**config.mk**
```make
export PLATFORM = sky130hd
export DESIGN_NAME = difference_image_hash_compare_core_flat
export DESIGN_NICKNAME = d
export VERILOG_FILES = /design/src/rtl/core/dhc_pkg.sv /design/src/rtl/core/dhc_channels.sv /design/src/rtl/core/difference_image_hash_compare_core.sv /design/src/flat_wrapper.sv
export SDC_FILE = /design/constraint.sdc
export NUM_CORES = 1
export LEC_CHECK = 0
export BUFFER_PORTS_ARGS = -buffer_cell sky130_fd_sc_hd__buf_2
export CAP_MARGIN = 0
export CORE_MARGIN = 3
export CORE_UTILIZATION = 45
export DETAILED_ROUTE_END_ITERATION = 10
export GPL_ROUTABILITY_DRIVEN = 0
export HOLD_SLACK_MARGIN = 0.12
export SYNTH_ARGS = -nofsm -noshare
export SYNTH_HDL_FRONTEND = slang
export SYNTH_SLANG_ARGS = --single-unit
```
**constraint.sdc**
```tcl
create_clock -name clock -period 13.2 [get_ports clock]
set_clock_uncertainty 0.1 [all_clocks]
set_input_delay 2.64 -clock clock [delete_from_list [all_inputs] [get_ports clock]]
set_output_delay 2.64 -clock clock [all_outputs]
set_load 0.02 [all_outputs]
```
**src/rtl/core/dhc_pkg.sv**
```systemverilog
// Shared constants and types for the difference-image hash compare core.
// No dependencies; compile before the interfaces and the core.
package dhc_pkg;

   // Default hash side (hash is HASH_SIDE x HASH_SIDE bits)
   localparam int HASH_SIDE_DEFAULT = 8;

   // Field widths
   localparam int CHANNEL_WIDTH = 16;
   localparam int LUMA_WIDTH    = 24;
   localparam int COUNT_WIDTH   = 7;

   typedef logic [CHANNEL_WIDTH-1:0] channel_type;
   typedef logic [LUMA_WIDTH-1:0]    luma_type;
   typedef logic [COUNT_WIDTH-1:0]   count_type;

   // Luma weights, unsigned fixed point with 8 fraction bits (0.21, 0.72, 0.07)
   localparam luma_type WEIGHT_RED   = luma_type'(54);
   localparam luma_type WEIGHT_GREEN = luma_type'(184);
   localparam luma_type WEIGHT_BLUE  = luma_type'(18);

   // Mismatch counter saturates here
   localparam count_type COUNT_MAX = {COUNT_WIDTH{1'b1}};

endpackage

```
**src/rtl/core/dhc_channels.sv**
```systemverilog
// Valid/ready channel interfaces for the difference-image hash compare core.
// Depends on dhc_pkg for the payload types.

// Pixel transaction: one RGB pixel
interface dhc_req_if;
   logic                 valid;
   logic                 ready;
   dhc_pkg::channel_type red;
   dhc_pkg::channel_type green;
   dhc_pkg::channel_type blue;

   modport source (output valid, output red, output green, output blue, input ready);
   modport sink   (input valid, input red, input green, input blue, output ready);
endinterface

// Result transaction: one per pixel
interface dhc_rsp_if;
   logic               valid;
   logic               ready;
   logic               hash_bit;
   logic               bit_valid;
   logic               image_done;
   dhc_pkg::count_type distance;

   modport source (output valid, output hash_bit, output bit_valid, output image_done,
                   output distance, input ready);
   modport sink   (input valid, input hash_bit, input bit_valid, input image_done,
                   input distance, output ready);
endinterface

// Configuration write: compare_mode register
interface dhc_csr_if;
   logic valid;
   logic ready;
   logic compare_mode;

   modport source (output valid, output compare_mode, input ready);
   modport sink   (input valid, input compare_mode, output ready);
endinterface

```
**src/rtl/core/difference_image_hash_compare_core.sv**
```systemverilog
// Difference hash (dHash) engine with reference compare, single registered pass.
// Depends on dhc_pkg and the channel interfaces in dhc_channels.sv.
//
//   channel | role   | payload                                        | transaction
//   --------+--------+------------------------------------------------+-----------------
//   req     | sink   | red, green, blue (16 b each)                   | one pixel
//   rsp     | source | hash_bit, bit_valid, image_done, distance (7b) | one result/pixel
//   csr     | sink   | compare_mode (1 b)                             | register write
//
// rsp.valid is set the cycle after req accept; one pixel per cycle while rsp is ready.
// The luma multiply-add, the neighbor compare and the check against the registered
// reference bit all sit between the request handshake and the result register; the
// reference bit for the next hash position is prefetched from memory into a register.
// Reset (synchronous) clears the row/bit counters, luma, mismatch count and mode; the
// reference memory is not cleared, and req and csr are not ready while reset is high.
// A stalled rsp holds req only when the result register is full and rsp.ready is low.
module difference_image_hash_compare_core #(
   parameter int HASH_SIDE = dhc_pkg::HASH_SIDE_DEFAULT
) (
   input  logic      clock,
   input  logic      reset,
   dhc_req_if.sink   req,
   dhc_rsp_if.source rsp,
   dhc_csr_if.sink   csr
);
   import dhc_pkg::*;

   localparam int ROW_PIXELS = HASH_SIDE + 1;
   localparam int HASH_BITS  = HASH_SIDE * HASH_SIDE;
   localparam int COL_W      = $clog2(ROW_PIXELS);
   localparam int IDX_W      = $clog2(HASH_BITS);
   localparam logic [COL_W-1:0] COL_LAST = COL_W'(ROW_PIXELS - 1);
   localparam logic [IDX_W-1:0] IDX_LAST = IDX_W'(HASH_BITS - 1);

   logic             compare_mode_ff;
   logic [COL_W-1:0] column_count_ff, column_count_in;
   logic [IDX_W-1:0] bit_index_ff, bit_index_in;
   luma_type         previous_luma_ff, previous_luma_in;
   count_type        mismatch_count_ff, mismatch_count_in;
   logic             ref_bit_ff;
   logic             ref_mem [HASH_BITS];

   logic             rsp_valid_ff, rsp_valid_in;
   logic             hash_bit_ff, hash_bit_in;
   logic             bit_valid_ff, bit_valid_in;
   logic             image_done_ff, image_done_in;
   count_type        distance_ff, distance_in;

   logic             req_take;
   luma_type         luma;
   logic             store_bit;

   // Accept while the result register is empty or draining
   assign req.ready = !reset && (!rsp_valid_ff || rsp.ready);
   assign req_take  = req.valid && req.ready;
   assign csr.ready = !reset;

   // Weighted luma, exact in 24 bits
   assign luma = luma_type'(req.red)   * WEIGHT_RED
               + luma_type'(req.green) * WEIGHT_GREEN
               + luma_type'(req.blue)  * WEIGHT_BLUE;

   // Hash bit, mismatch and position update for the current pixel
   always_comb begin
      hash_bit_in       = 1'b0;
      bit_valid_in      = 1'b0;
      image_done_in     = 1'b0;
      distance_in       = '0;
      mismatch_count_in = mismatch_count_ff;
      column_count_in   = column_count_ff;
      bit_index_in      = bit_index_ff;
      previous_luma_in  = previous_luma_ff;
      store_bit         = 1'b0;

      if (column_count_ff != '0) begin
         bit_valid_in = 1'b1;
         hash_bit_in  = (luma > previous_luma_ff);
         if (compare_mode_ff) begin
            if ((ref_bit_ff != hash_bit_in) && (mismatch_count_ff != COUNT_MAX)) begin
               mismatch_count_in = mismatch_count_ff + count_type'(1);
            end
         end else begin
            store_bit = 1'b1;
         end
         if ((bit_index_ff == IDX_LAST) && (column_count_ff == COL_LAST)) begin
            image_done_in = 1'b1;
            distance_in   = compare_mode_ff ? mismatch_count_in : '0;
         end
      end

      if (req_take) begin
         previous_luma_in = luma;
         if (image_done_in) begin
            column_count_in   = '0;
            bit_index_in      = '0;
            mismatch_count_in = '0;
         end else begin
            if (bit_valid_in) begin
               bit_index_in = (bit_index_ff == IDX_LAST) ? '0 : bit_index_ff + IDX_W'(1);
            end
            column_count_in = (column_count_ff == COL_LAST) ? '0
                                                             : column_count_ff + COL_W'(1);
         end
      end else begin
         mismatch_count_in = mismatch_count_ff;
      end
   end

   // Result register: load on accept, drop when taken
   always_comb begin
      rsp_valid_in = rsp_valid_ff;
      if (req_take) begin
         rsp_valid_in = 1'b1;
      end else if (rsp.ready) begin
         rsp_valid_in = 1'b0;
      end
   end

   // Control state
   always_ff @(posedge clock) begin
      if (reset) begin
         compare_mode_ff   <= 1'b0;
         column_count_ff   <= '0;
         bit_index_ff      <= '0;
         previous_luma_ff  <= '0;
         mismatch_count_ff <= '0;
         rsp_valid_ff      <= 1'b0;
      end else begin
         if (csr.valid) begin
            compare_mode_ff <= csr.compare_mode;
         end
         column_count_ff   <= column_count_in;
         bit_index_ff      <= bit_index_in;
         previous_luma_ff  <= previous_luma_in;
         mismatch_count_ff <= mismatch_count_in;
         rsp_valid_ff      <= rsp_valid_in;
      end
   end

   // Result payload: hold until the next accepted transaction
   always_ff @(posedge clock) begin
      if (req_take) begin
         hash_bit_ff   <= hash_bit_in;
         bit_valid_ff  <= bit_valid_in;
         image_done_ff <= image_done_in;
         distance_ff   <= distance_in;
      end
   end

   // Reference memory: write in reference mode, prefetch the bit for the next position
   always_ff @(posedge clock) begin
      if (req_take && store_bit) begin
         ref_mem[bit_index_ff] <= hash_bit_in;
      end
      ref_bit_ff <= ref_mem[bit_index_in];
   end

   assign rsp.valid      = rsp_valid_ff;
   assign rsp.hash_bit   = hash_bit_ff;
   assign rsp.bit_valid  = bit_valid_ff;
   assign rsp.image_done = image_done_ff;
   assign rsp.distance   = distance_ff;

   // Checks
   a_done_has_bit: assert property (@(posedge clock) disable iff (reset)
      rsp.valid && rsp.image_done |-> rsp.bit_valid)
      else $error("image_done without a hash bit");

   a_distance_only_at_end: assert property (@(posedge clock) disable iff (reset)
      rsp.valid && !rsp.image_done |-> rsp.distance == '0)
      else $error("nonzero distance before end of image");

   a_column_in_range: assert property (@(posedge clock) disable iff (reset)
      column_count_ff <= COL_LAST)
      else $error("column count out of range");

   a_index_in_range: assert property (@(posedge clock) disable iff (reset)
      bit_index_ff <= IDX_LAST)
      else $error("bit index out of range");

   a_restart_after_done: assert property (@(posedge clock) disable iff (reset)
      req_take && image_done_in |=>
         column_count_ff == '0 && bit_index_ff == '0 && mismatch_count_ff == '0)
      else $error("counters not cleared after end of image");

endmodule

```
**src/flat_wrapper.sv**
```systemverilog
// flat-port wrapper written by rule: the top's interface ports become plain ports
module difference_image_hash_compare_core_flat import dhc_pkg::*;
#(
   parameter int HASH_SIDE = dhc_pkg::HASH_SIDE_DEFAULT
)
  (clock, reset, req_valid, req_red, req_green, req_blue, req_ready, rsp_valid, rsp_hash_bit, rsp_bit_valid, rsp_image_done, rsp_distance, rsp_ready, csr_valid, csr_compare_mode, csr_ready);
  dhc_req_if req_i ();
  dhc_rsp_if rsp_i ();
  dhc_csr_if csr_i ();
  input  logic clock;
  input  logic reset;
  input wire logic [$bits(req_i.valid)-1:0] req_valid;
  input wire logic [$bits(req_i.red)-1:0] req_red;
  input wire logic [$bits(req_i.green)-1:0] req_green;
  input wire logic [$bits(req_i.blue)-1:0] req_blue;
  output wire logic [$bits(req_i.ready)-1:0] req_ready;
  output wire logic [$bits(rsp_i.valid)-1:0] rsp_valid;
  output wire logic [$bits(rsp_i.hash_bit)-1:0] rsp_hash_bit;
  output wire logic [$bits(rsp_i.bit_valid)-1:0] rsp_bit_valid;
  output wire logic [$bits(rsp_i.image_done)-1:0] rsp_image_done;
  output wire logic [$bits(rsp_i.distance)-1:0] rsp_distance;
  input wire logic [$bits(rsp_i.ready)-1:0] rsp_ready;
  input wire logic [$bits(csr_i.valid)-1:0] csr_valid;
  input wire logic [$bits(csr_i.compare_mode)-1:0] csr_compare_mode;
  output wire logic [$bits(csr_i.ready)-1:0] csr_ready;
  assign req_i.valid = req_valid;
  assign req_i.red = req_red;
  assign req_i.green = req_green;
  assign req_i.blue = req_blue;
  assign req_ready = req_i.ready;
  assign rsp_valid = rsp_i.valid;
  assign rsp_hash_bit = rsp_i.hash_bit;
  assign rsp_bit_valid = rsp_i.bit_valid;
  assign rsp_image_done = rsp_i.image_done;
  assign rsp_distance = rsp_i.distance;
  assign rsp_i.ready = rsp_ready;
  assign csr_i.valid = csr_valid;
  assign csr_i.compare_mode = csr_compare_mode;
  assign csr_ready = csr_i.ready;
  difference_image_hash_compare_core #(.HASH_SIDE(HASH_SIDE)) u_core (.clock(clock), .reset(reset), .req(req_i), .rsp(rsp_i), .csr(csr_i));
endmodule
```
After elaboration in Yosys (flattened, before gate mapping)
Memory sizes are Yosys's and may differ from the RTL's. A register that Yosys moved wholly into a read port is not among the register bits.
Cells that the tools add are included.
{"block": "totals", "output_inout_bits": 13, "wordCells": 57, "ram_bits": 64, "in_bits": 54, "reg_bits": 53, "memories": 1}
{"memory": "u_core.ref_mem", "words": 64, "word_bits": 1, "rd": 1, "rd_ports_with_merged_regs": 1, "write_ports": 1, "line_no": "difference_image_hash_compare_core.sv:41", "text": "logic ref_mem [HASH_BITS];"}
{"block": "classes", "addsub": 5, "eq_ne": 4, "reduce_logical": 13, "muxes": 20, "mul": 3, "n_lt_le_gt_ge": 1}
{"op": "16-bit by 5-bit multiplier with 21-bit output, second input constant", "n": 2}
{"op": "7-bit 2-to-1 mux", "n": 4}
{"op": "22-bit by 24-bit adder with 24-bit output", "n": 1}
{"op": "24-bit by 21-bit adder with 24-bit output", "n": 1}
{"op": "24-bit > comparator", "n": 1}
{"op": "6-bit 2-to-1 mux", "n": 4}
{"op": "16-bit by 4-bit multiplier with 20-bit output, second input constant", "n": 1}
{"op": "1-bit 2-to-1 mux", "n": 10}
{"op": "4-bit 2-to-1 mux", "n": 2}
{"op": "7-bit by 1-bit adder with 7-bit output, second input constant", "n": 1}
{"op": "7-bit != test, second input constant", "n": 1}
{"op": "6-bit by 1-bit adder with 6-bit output, second input constant", "n": 1}
{"op": "6-bit equality test, second input constant", "n": 1}
{"op": "1-bit logical AND", "n": 5}
{"op": "4-bit by 1-bit adder with 4-bit output, second input constant", "n": 1}
{"op": "4-bit equality test, second input constant", "n": 1}
{"op": "2-bit nonzero test", "n": 2}
{"op": "4-bit nonzero test", "n": 1}
{"op": "3-bit AND reduction", "n": 1}
{"op": "1-bit zero test", "n": 2}
{"op": "2-bit AND reduction", "n": 1}
{"op": "1-bit logical OR", "n": 1}
{"op": "1-bit != test", "n": 1}

Logic depth before layout (Yosys ltp)
Gate-level depths: netlist of run 1.
{"block": "depth", "depth_word": 10, "mapped_depth": 35, "ltp_nobuf": 33}

Worst setup path after synthesis of run 1
OpenSTA, ideal clock, no wires.
{"block": "synth_path", "path_kind": "input-to-reg", "start": "in req_red[5]", "end": "reg u_core.distance_ff[1] (netlist: u_core.rsp.distance[1]) (data pin)", "path_slack_ns": 3.221, "stages": 31, "arrival_ns": 9.621, "path_buffers": 2, "setup_ns": 0.258, "required_time_ns": 12.842, "cell_sequence": "ha_1 -> fa_1 -> fa_1 -> ha_1 -> a21o_1 -> a21o_1 -> a21oi_1 -> nor2b_1 -> a41o_1 -> o41ai_1 -> xnor2_1 -> fa_1 -> ha_1 -> nor2_1 -> nor2b_1 -> o211ai_1 -> o31ai_1 -> o41ai_1 -> o21ai_0 -> xnor2_1 -> ha_1 -> nand4_1 -> nor4_1 -> o31ai_1 -> o2111ai_1 -> a21oi_1 -> o221ai_1 -> clkbuf_1 -> clkbuf_1 -> mux2i_1 -> nor2_1"}
{"block": "synth_via", "elab_chain_len": 8}
{"item": "start: declaration", "line_no": "flat_wrapper.sv:13", "text": "input wire logic [$bits(req_i.red)-1:0] req_red;"}
{"item": "16-bit by 5-bit multiplier with 21-bit output", "line_no": "difference_image_hash_compare_core.sv:59", "text": "assign luma = luma_type'(req.red) * WEIGHT_RED"}
{"item": "22-bit by 24-bit adder with 24-bit output", "line_no": "difference_image_hash_compare_core.sv:60", "text": "+ luma_type'(req.green) * WEIGHT_GREEN"}
{"item": "24-bit by 21-bit adder with 24-bit output", "line_no": "difference_image_hash_compare_core.sv:61", "text": "+ luma_type'(req.blue) * WEIGHT_BLUE;"}
{"item": "named net u_core.luma[23]", "line_no": "difference_image_hash_compare_core.sv:50", "text": "luma_type luma;"}
{"item": "24-bit > comparator", "line_no": "difference_image_hash_compare_core.sv:77", "text": "hash_bit_in = (luma > previous_luma_ff);"}
{"item": "1-bit != test", "line_no": "difference_image_hash_compare_core.sv:79", "text": "if ((ref_bit_ff != hash_bit_in) && (mismatch_count_ff != COUNT_MAX)) begin"}
{"item": "1-bit logical AND", "line_no": "difference_image_hash_compare_core.sv:79"}
{"item": "7-bit 2-to-1 mux", "line_no": "difference_image_hash_compare_core.sv:79"}
{"item": "7-bit 2-to-1 mux", "line_no": "difference_image_hash_compare_core.sv:78", "text": "if (compare_mode_ff) begin"}
{"item": "end signal: assignment", "line_no": "difference_image_hash_compare_core.sv:146", "text": "distance_ff <= distance_in;"}
{"item": "end: declaration", "line_no": "difference_image_hash_compare_core.sv:47", "text": "count_type distance_ff, distance_in;"}
The timed path passes the listed nets, and every way through them passes these cells.
A chain may end at the register's enable or synchronous reset.

Worst setup path in the final report of run 1
{"block": "layout_path", "start": "in req_red[4]", "end": "reg u_core.distance_ff[5] (netlist: u_core.rsp.distance[5]) (data pin)"}
Same word-level chain as after synthesis.

==> impl_metrics.csv, run 1 <==
group,metric,value,unit
floorplanning,io_pins,67,
synthesis,async_reset_ff_frac,0,
cts,clk_pin_slew_worst_paths,0.05,ns
worst_setup_path,rrSetupSlack,9.77,ns
grt,grt_start_max_net_pins,66,
synthesis,synth_commonest_cells,"193 x inv_1, 161 x ha_1, 127 x nor2_1",
worst_setup_path,worstPathMaxFanout,20,
layout,fill_cells,2310,
routing,dr.pass1.iters,5,
layout,stdcell_area,0.0127,sq mm
worst_setup_path,cp_slowest_cell,"o41ai_1",
worst_hold_path,min-delay-start,"u_core.previous_luma_ff[5]",
timing,fin_tns_setup,0,ns
cts,clk_latency,0.41,ns
cts,clockBufferDepth,2,
worst_setup_path,cpMostUsedCell,"ha_1",
routing,drc_errors,0,
grt,track_usage,0.172,
timing,min_period_over_period,0.782,
floorplanning,rows,57,
grt,grt_pass1_wl,39.5,mm
synthesis,synth_edf_count,74,
cts,cts.sinks,117,
layout,drive_gt1_frac,0.100,
timing,hold_violations,0,
synthesis,avgSynthCellArea,9.37,sq um
cts,ctsRootBufferMaster,"clkbuf_16",
worst_setup_path,arrival,10.37,ns
timing,worst_slew_pin_slew,0.751,ns
routing,wl,23.1,mm
worst_setup_path,timing.rr.start,"u_core.column_count_ff[0]",
cts,post_cts_buffers,0,
placement,place_inst,1600,
floorplanning,die-area,0.0276,sq mm
synthesis,ys.flop_type,"edfxtp_1",
placement,dpl_worst_slack,2.51,ns
synthesis,synth_top_area_cell,"edfxtp_1",
cts,cts_buffers,17,
run,cap_viol_max_count,0,
synthesis,synthTopCellsByArea,"edfxtp_1 19%, ha_1 17%, fa_1 12%",
grt,antenna_found_initial,0,
synthesis,synth_cells,1231,
floorplanning,die_w,166,microns
layout,nets,1581,
floorplanning,core-area,0.0247,sq mm
timing,worst_slack,2.88,ns
grt,grt_overflow,0,
worst_hold_path,min_to,"u_core.previous_luma_ff[5]",
synthesis,netlist_area,0.0115,sq mm
placement,post_dp_cell_area,0.0122,sq mm
timing,slew_violations,0,
floorplanning,die-height,166,microns
worst_setup_path,max_stage_delay,0.59,ns
synthesis,post-synth-top-area-fraction,0.193,
timing,rsz0062_at_grt,"no",
worst_setup_path,worst_setup_path_start_kind,"input pin",
layout,diodes,0,
worst_hold_path,holdPathStages,2,
worst_setup_path,critical_path_class,"in2reg",
routing,wl_per_cell,14.2,microns
cts,holdBufCountCts,0,
synthesis,yosysUniqueCellTypes,64,
placement,dpl.hpwl,18.6,mm
timing,relSlewSlack,0.493,
routing,vias,8457,
worst_setup_path,r2r_cells,9,
routing,antenna_left,0,
routing,viasPerCell,5.18,
layout,synthToLayoutAreaGrowth,10.4,%
synthesis,synth.most_common_cell,"inv_1",
synthesis,synth_fp_nets,1517,
grt,grt_pass1_vias,8248,
floorplanning,start_util,0.466,
layout,stdcell_count,1632,
worst_hold_path,hp-class,"reg2reg",
placement,io_buffers,66,
worst_setup_path,setup.worst_path.end_class,"register",
timing,max_freq,0.0969,GHz
timing,setup_viol,0,
synthesis,synth_seq_cells,117,
worst_setup_path,critPathRequiredTime,13.25,ns
status,status,"complete, no violations",
timing,fin_crit,10.32,ns
cts,cts_resized,0,
cts,htreeDepth,4,
routing,drt-initial-drc-count,432,
synthesis,yosysWarningCount,0,
cts,tritoncts,"built",
worst_setup_path,r2r_end,"u_core.ref_bit_ff",
synthesis,ys_seq_area_frac,0.267,
final cells by class:
cell class	count	area (sq um)	area share
well taps	324	405	0.0318
clock inverters	15	146	0.0115
multi-input cells	893	7560	0.594
repair buffers	73	383	0.0301
clock buffers	17	425	0.0334
inverters	193	724	0.0569
flip-flops and latches	117	3080	0.242
logic make-up (layout without fill, tap and decap cells):
group,after synthesis,in the layout,share of synthesized area
buffers and inverters,221,298,0.0772
adders and majority gates,232,232,0.298
xor gates and xnor gates,68,68,0.0517
AOI/OAI and AO/OA,208,208,0.120
DFF,117,117,0.267
and+or+nand+nor,326,326,0.134
muxes,59,59,0.0522
worst max-delay path by stage:
stage / end / cells after the start / from / slack [ns]
after floorplan: u_core.rsp.distance[1] / 31 / req_red[5] / 3.22
after global placement: u_core.rsp.distance[5] / 33 / req_red[4] / 2.61
after detailed placement: u_core.rsp.distance[5] / 33 / req_red[4] / 2.51
after CTS: u_core.rsp.distance[5] / 33 / req_red[4] / 2.90
after global routing: u_core.rsp.distance[5] / 33 / req_red[4] / 2.35
final: u_core.rsp.distance[5] / 33 / req_red[4] / 2.88
per-layer routing:
layer | vias up | track usage | share of wire
met1 | 3970 | 0.239 | 0.49
met5 | - | 0 | 0
met2 | 131 | 0.287 | 0.47
li1 | 4340 | - | -
met3 | 16 | 0.0190 | 0.030
met4 | 0 | 0.0438 | 0.011
critical path: cells and delay by family:
| family | cells | cell delay [ns] |
|---|---|---|
| compound gates | 12 | 2.59 |
| xor+xnor | 2 | 0.42 |
| fa+ha+maj | 7 | 2.68 |
| buf+inv | 4 | 0.45 |
| mux | 1 | 0.13 |
| simple gates | 7 | 1.43 |
sequential cells by signal (all words and copies together) (netlist names):
| register | flops |
|---|---|
| u_core.rsp.bit_valid | 1 |
| u_core.previous_luma_ff | 23 |
| u_core.mismatch_count_ff | 7 |
| u_core.bit_index_ff | 6 |
| u_core.rsp.hash_bit | 1 |
| u_core.rsp.valid | 1 |
| u_core.ref_mem | 64 |
| u_core.rsp.distance | 7 |
| u_core.ref_bit_ff | 1 |
| u_core.rsp.image_done | 1 |
| u_core.column_count_ff | 4 |
| u_core.compare_mode_ff | 1 |
layout by cell type, fill, tap and decap left out, types with 9 or more instances in the layout:
master,n
a21oi_1,55
nor2b_1,18
clkbuf_16,17
a21o_1,28
nor3_1,27
buf_2,66
o31ai_1,24
dfxtp_1,43
xnor2_1,50
ha_1,161
and3_1,9
or2_2,12
fa_1,71
nand3_1,26
inv_1,192
mux2i_1,53
nor2_1,127
nand2_1,57
o21a_1,11
o21ai_0,32
xor2_1,17
or3_1,10
edfxtp_1,74
through the flow:
| step | hold WS [ns] | util |
|---|---|---|
| detailed placement | 0.370 | 0.491 |
| finish | 0.374 | 0.514 |
| global route | 0.399 | 0.514 |
| global placement | 0.366 | 0.491 |
| CTS | 0.380 | 0.514 |
| floorplan | 0.351 | - |
Power of run 1 is left out: the tool's default activity adds up to more than one toggle a clock period on the data nets, which glitch-free logic cannot reach.
==> run 2, diff against run 1 <==
Settings changed: ABC_AREA set to 1.
Clock period 13.2 ns to 10.5 ns, I/O delays scaled along.
==> run 2 against run 1 <==
Against the previous run:
- wire length rose by 18%
- count of clock-buffer cells in the layout grew 5
- register-to-register slack got worse by 2.5 ns
- die area rose by 4.9%
- design area grew 5.0%
- global-route usage increased by 2.5 points
- non-clock buffer count is 4 lower
- worst setup slack lost 1.2 ns
- critical path depth is 2 higher
- core utilization down 0.57 points
- first-iteration DRC count increased by 24%
- sequential cell count stayed put
==> impl_metrics.csv, run 2 <==
group,metric,value,unit
worst_setup_path,arrival,8.92,ns
timing,fin_crit,8.86,ns
cts,tritoncts,"built",
floorplanning,io_pins,67,
synthesis,synth_seq_cells,117,
floorplanning,die_w,170,microns
routing,drc_errors,0,
routing,wl_per_cell,14.0,microns
timing,rsz0062_at_grt,"no",
layout,top_register,"u_core.ref_mem",
worst_hold_path,hp-class,"reg2reg",
grt,grt_pass1_wl,46.7,mm
synthesis,avgSynthCellArea,7.91,sq um
timing,relSlewSlack,0.452,
routing,vias,9975,
layout,reg_top3,"u_core.ref_mem: 64 flops, u_core.previous_luma_ff: 23 flops",
synthesis,post-synth-top-area-fraction,0.183,
routing,viasPerCell,5.12,
synthesis,yosysWarningCount,0,
timing,min_period_over_period,0.844,
grt,grt_pass1_vias,9787,
cts,cts_resized,0,
floorplanning,rows,59,
floorplanning,die-area,0.0289,sq mm
synthesis,yosysUniqueCellTypes,45,
floorplanning,start_util,0.461,
timing,hold_violations,0,
timing,slew_violations,0,
worst_setup_path,critical_path_class,"in2reg",
run,cap_viol_max_count,0,
timing,hold_slack,0.360,ns
layout,synthToLayoutAreaGrowth,10.4,%
synthesis,synth_fp_nets,1818,
synthesis,synth_cells,1532,
cts,clockBufferDepth,2,
timing,setup_viol,0,
layout,layout_common_cells,"292 x inv_1, 292 x nand2_1, 161 x ha_1",
worst_setup_path,critPathRequiredTime,10.56,ns
worst_setup_path,cpMostUsedCell,"nand2_1",
cts,clk_pin_slew_worst_paths,0.05,ns
cts,ctsRootBufferMaster,"clkbuf_16",
floorplanning,core-area,0.0263,sq mm
grt,grt_overflow,0,
floorplanning,die-height,170,microns
cts,htreeDepth,4,
grt,track_usage,0.196,
layout,largest_register_ffs,64,
timing,max_freq,0.113,GHz
synthesis,synthTopCellsByArea,"edfxtp_1 18%, ha_1 17%, fa_1 12%",
timing,fin_tns_setup,0,ns
synthesis,synth_commonest_cells,"292 x inv_1, 292 x nand2_1, 161 x ha_1",
layout,drive_gt1_frac,0.0793,
worst_setup_path,max_stage_delay,0.51,ns
layout,diodes,0,
worst_setup_path,setup.worst_path.end_class,"register",
synthesis,netlist_area,0.0121,sq mm
layout,nets,1887,
grt,grt_start_max_net_pins,47,
synthesis,ys.flop_type,"edfxtp_1",
cts,clk_latency,0.41,ns
placement,dpl.hpwl,22.3,mm
status,status,"complete, no violations",
synthesis,synth_top_area_cell,"edfxtp_1",
worst_setup_path,worstPathMaxFanout,11,
routing,dr.pass1.iters,6,
synthesis,async_reset_ff_frac,0,
placement,io_buffers,66,
routing,antenna_left,0,
timing,worst_slew_pin_slew,0.821,ns
routing,wl,27.4,mm
synthesis,ys_seq_area_frac,0.254,
cts,post_cts_buffers,0,
worst_setup_path,worst_setup_path_start_kind,"input pin",
grt,antenna_found_initial,0,
cts,cts_buffers,17,
synthesis,synth_edf_count,74,
routing,drt-initial-drc-count,537,
cts,holdBufCountCts,0,
cts,cts.sinks,117,
worst_setup_path,cp_slowest_cell,"fa_1",
## run 2: changes by cell type after synthesis, sizes merged, moves of 9 or more
| cell | before | now |
|---|---|---|
| nand3 | 26 | 105 |
| or3 | 10 | 0 |
| a21oi | 55 | 90 |
| nor2 | 128 | 140 |
| xnor2 | 50 | 19 |
| o21ai | 33 | 44 |
| nor2b | 18 | 0 |
| a21o | 28 | 6 |
| or2 | 12 | 3 |
| inv | 193 | 301 |
| mux2i | 53 | 0 |
| nand2 | 57 | 298 |
| xor2 | 18 | 49 |
## run 2: logic make-up (layout without fill, tap and decap cells)
logic type / after synthesis / count (layout) / synth area share
xor+xnor: 68 / 68 / 0.0507
compound gates: 194 / 194 / 0.0935
fa+ha+maj: 232 / 232 / 0.284
simple gates: 600 / 600 / 0.215
buf+inv: 321 / 403 / 0.103
flops: 117 / 117 / 0.254
## run 2: area by class of cell
class	instances	area [sq um]
fillers	2558	12900
multi-input cells	1094	7790
flip-flops and latches	117	3080
inverters	302	1130
clock buffers	22	497
well taps	335	419
repair buffers	69	353
clock inverters	10	91.3
## run 2: final timing paths
check / from / end / slack (ns) / cells after the start
min reg2reg: u_core.previous_luma_ff[3] / u_core.previous_luma_ff[3] / 0.36 / 2
min: u_core.previous_luma_ff[3] / u_core.previous_luma_ff[3] / 0.36 / 2
max reg2reg: u_core.column_count_ff[0] / u_core.ref_mem[24] / 7.25 / 9
max: req_green[2] / u_core.rsp.distance[5] / 1.64 / 35
## run 2: through the flow
step	util	setup WS (ns)	cells	instance area (sq um)
5_1_grt	0.509	0.859	1949	13400
6_report	0.509	1.64	1949	13400
2_1_floorplan	-	0.967	1532	12100
3_5_place_dp	0.486	1.22	1917	12800
3_3_place_gp	0.486	1.35	1917	12800
4_1_cts	0.509	1.66	1949	13400
## run 2: critical path, delay by kind of cell
kind            cells  cell delay [ns]
xor+xnor            1             0.16
simple gates       17             2.32
fa+ha+maj           7             2.80
buf+inv             5             0.37
compound gates      5             1.15
## run 2: metal layers
metal  GRT usage  share of wire  vias up
met1       0.252           0.46     4640
met2       0.352           0.50      184
li1            -              -     5124
met4      0.0497          0.014        0
met5           0              0        -
met3      0.0218          0.029       27
Power of run 2 is left out for the same reason.
==> run 3, diff against run 2 <==
Clock period 10.5 ns to 8.73 ns, I/O delays scaled along.
==> run 3 against run 2 <==
Against the previous run:
- critical path depth grew 3
- sequential cell count is the same
- count of clock-buffer cells in the layout shrank 3
- largest cell class unchanged
==> impl_metrics.csv, run 3 (synthesis results as in run 2) <==
group,metric,value,unit
worst_setup_path,crit_start,"req_red[2]",
routing,wl_met1,13.1,mm
layout,final_common_cell,"inv_1",
grt,grt_pass1_vias,9796,
worst_hold_path,hp-class,"reg2reg",
layout,layout_common_cells,"292 x inv_1, 291 x nand2_1, 161 x ha_1",
cts,cts.sinks,117,
grt,grt_start_max_net_pins,66,
cts,clockBufferDepth,2,
placement,dpl.hpwl,22.7,mm
cts,clk_latency,0.42,ns
routing,met3_length,728,microns
layout,largest_register_ffs,64,
layout,nets,1889,
floorplanning,die_w,170,microns
cts,htreeDepth,4,
worst_setup_path,worstPathMaxFanout,11,
worst_setup_path,arrival,8.23,ns
layout,reg_top3,"u_core.ref_mem: 64 flops, u_core.previous_luma_ff: 23 flops",
grt,grt_overflow,0,
floorplanning,die-area,0.0289,sq mm
worst_setup_path,critical_path_class,"in2reg",
status,status,"complete, no violations",
routing,dr.max_layer_used,"met4",
worst_setup_path,cp_slowest_cell,"fa_1",
floorplanning,die-height,170,microns
timing,hold_violations,0,
floorplanning,start_util,0.461,
routing,wl_met2,13.7,mm
cts,ctsRootBufferMaster,"clkbuf_16",
worst_setup_path,cp_top_family,"adder cells",
timing,min_period_over_period,0.935,
worst_setup_path,critPathBufInv,6,
timing,rsz0062_at_grt,"no",
worst_setup_path,worst_setup_path_start_kind,"input pin",
routing,wl_per_cell,14.3,microns
layout,diodes,0,
timing,relSlewSlack,0.448,
layout,drive_gt1_frac,0.0823,
timing,worst_slew_pin_slew,0.828,ns
grt,antenna_found_initial,0,
routing,viasPerCell,5.10,
floorplanning,rows,59,
timing,max_freq,0.123,GHz
worst_setup_path,setup.worst_path.end_class,"register",
timing,slew_violations,0,
worst_hold_path,min-delay-start,"u_core.previous_luma_ff[2]",
worst_setup_path,critPathRequiredTime,8.80,ns
worst_setup_path,timing.rr.start,"u_core.rsp.valid",
routing,vias,9947,
run,cap_viol_max_count,0,
cts,clk_pin_slew_worst_paths,0.06,ns
timing,fin_tns_setup,0,ns
layout,synthToLayoutAreaGrowth,11.1,%
layout,final_core_util,0.512,
grt,grt_pass1_wl,46.9,mm
routing,wl,27.9,mm
floorplanning,io_pins,67,
routing,dr.pass1.iters,6,
grt,track_usage,0.198,
timing,fin_crit,8.16,ns
cts,tritoncts,"built",
worst_setup_path,cpMostUsedCell,"nand2_1",
timing,setup_viol,0,
placement,io_buffers,66,
worst_setup_path,max_stage_delay,0.51,ns
layout,top_register,"u_core.ref_mem",
routing,antenna_left,0,
routing,drt-initial-drc-count,560,
cts,cts_buffers,17,
cts,holdBufCountCts,0,
routing,drc_errors,0,
floorplanning,core-area,0.0263,sq mm
run 3: cell count changes in the layout (fill, tap and decap cells not counted), moves of 2 or more:
cell	before	now
clkbuf_16	19	17
inv_4	3	0
bufinv_16	1	5
clkinvlp_4	2	5
run 3: per-stage QoR:
| step | hold WS (ns) | cells | setup WS (ns) | area [sq um] |
|---|---|---|---|---|
| 5_1_grt | 0.385 | 1951 | 0.0328 | 13500 |
| 3_3_place_gp | 0.350 | 1919 | 0.146 | 12800 |
| 3_5_place_dp | 0.356 | 1919 | 0.0549 | 12800 |
| 6_report | 0.360 | 1951 | 0.568 | 13500 |
| 4_1_cts | 0.364 | 1951 | 0.499 | 13500 |
| 2_1_floorplan | 0.335 | 1532 | 0.234 | 12100 |
run 3: worst min-delay path: stages, from the launching register on:
cell	delay, ns
dfxtp_1	0.29
inv_1	0.06
a21oi_1	0.06
run 3: cell type report:
type,instances,area [sq um]
Inverter,302,1130
Clock inverter,13,206
Clock buffer,19,433
Timing Repair Buffer,71,380
Multi-Input combinational cell,1094,7800
Sequential cell,117,3080
Tap cell,335,419
Fill cell,2616,12800
run 3: path summary, 6_finish.rpt:
check / end / slack, ns / depth (start not counted)
worst min-delay path: u_core.previous_luma_ff[2] / 0.36 / 2
worst min register to register: u_core.previous_luma_ff[2] / 0.36 / 2
worst max-delay path: u_core.rsp.distance[4] / 0.57 / 38
worst max register to register: u_core.ref_mem[24] / 5.52 / 7
run 3: what timing repair did:
| item | in CTS | in global routing |
|---|---|---|
| setup buffers | 0 | 0 |
| hold endpoints to repair | 0 | 0 |
| gates resized for setup | 0 | 4 |
| endpoints found under the setup margin | 0 | 13 |
run 3: routing by layer:
layer	track usage	up-vias
li1	-	5127
met1	0.261	4613
met2	0.351	178
met3	0.0232	29
met4	0.0451	0
met5	0	-
Power of run 3 is left out for the same reason.
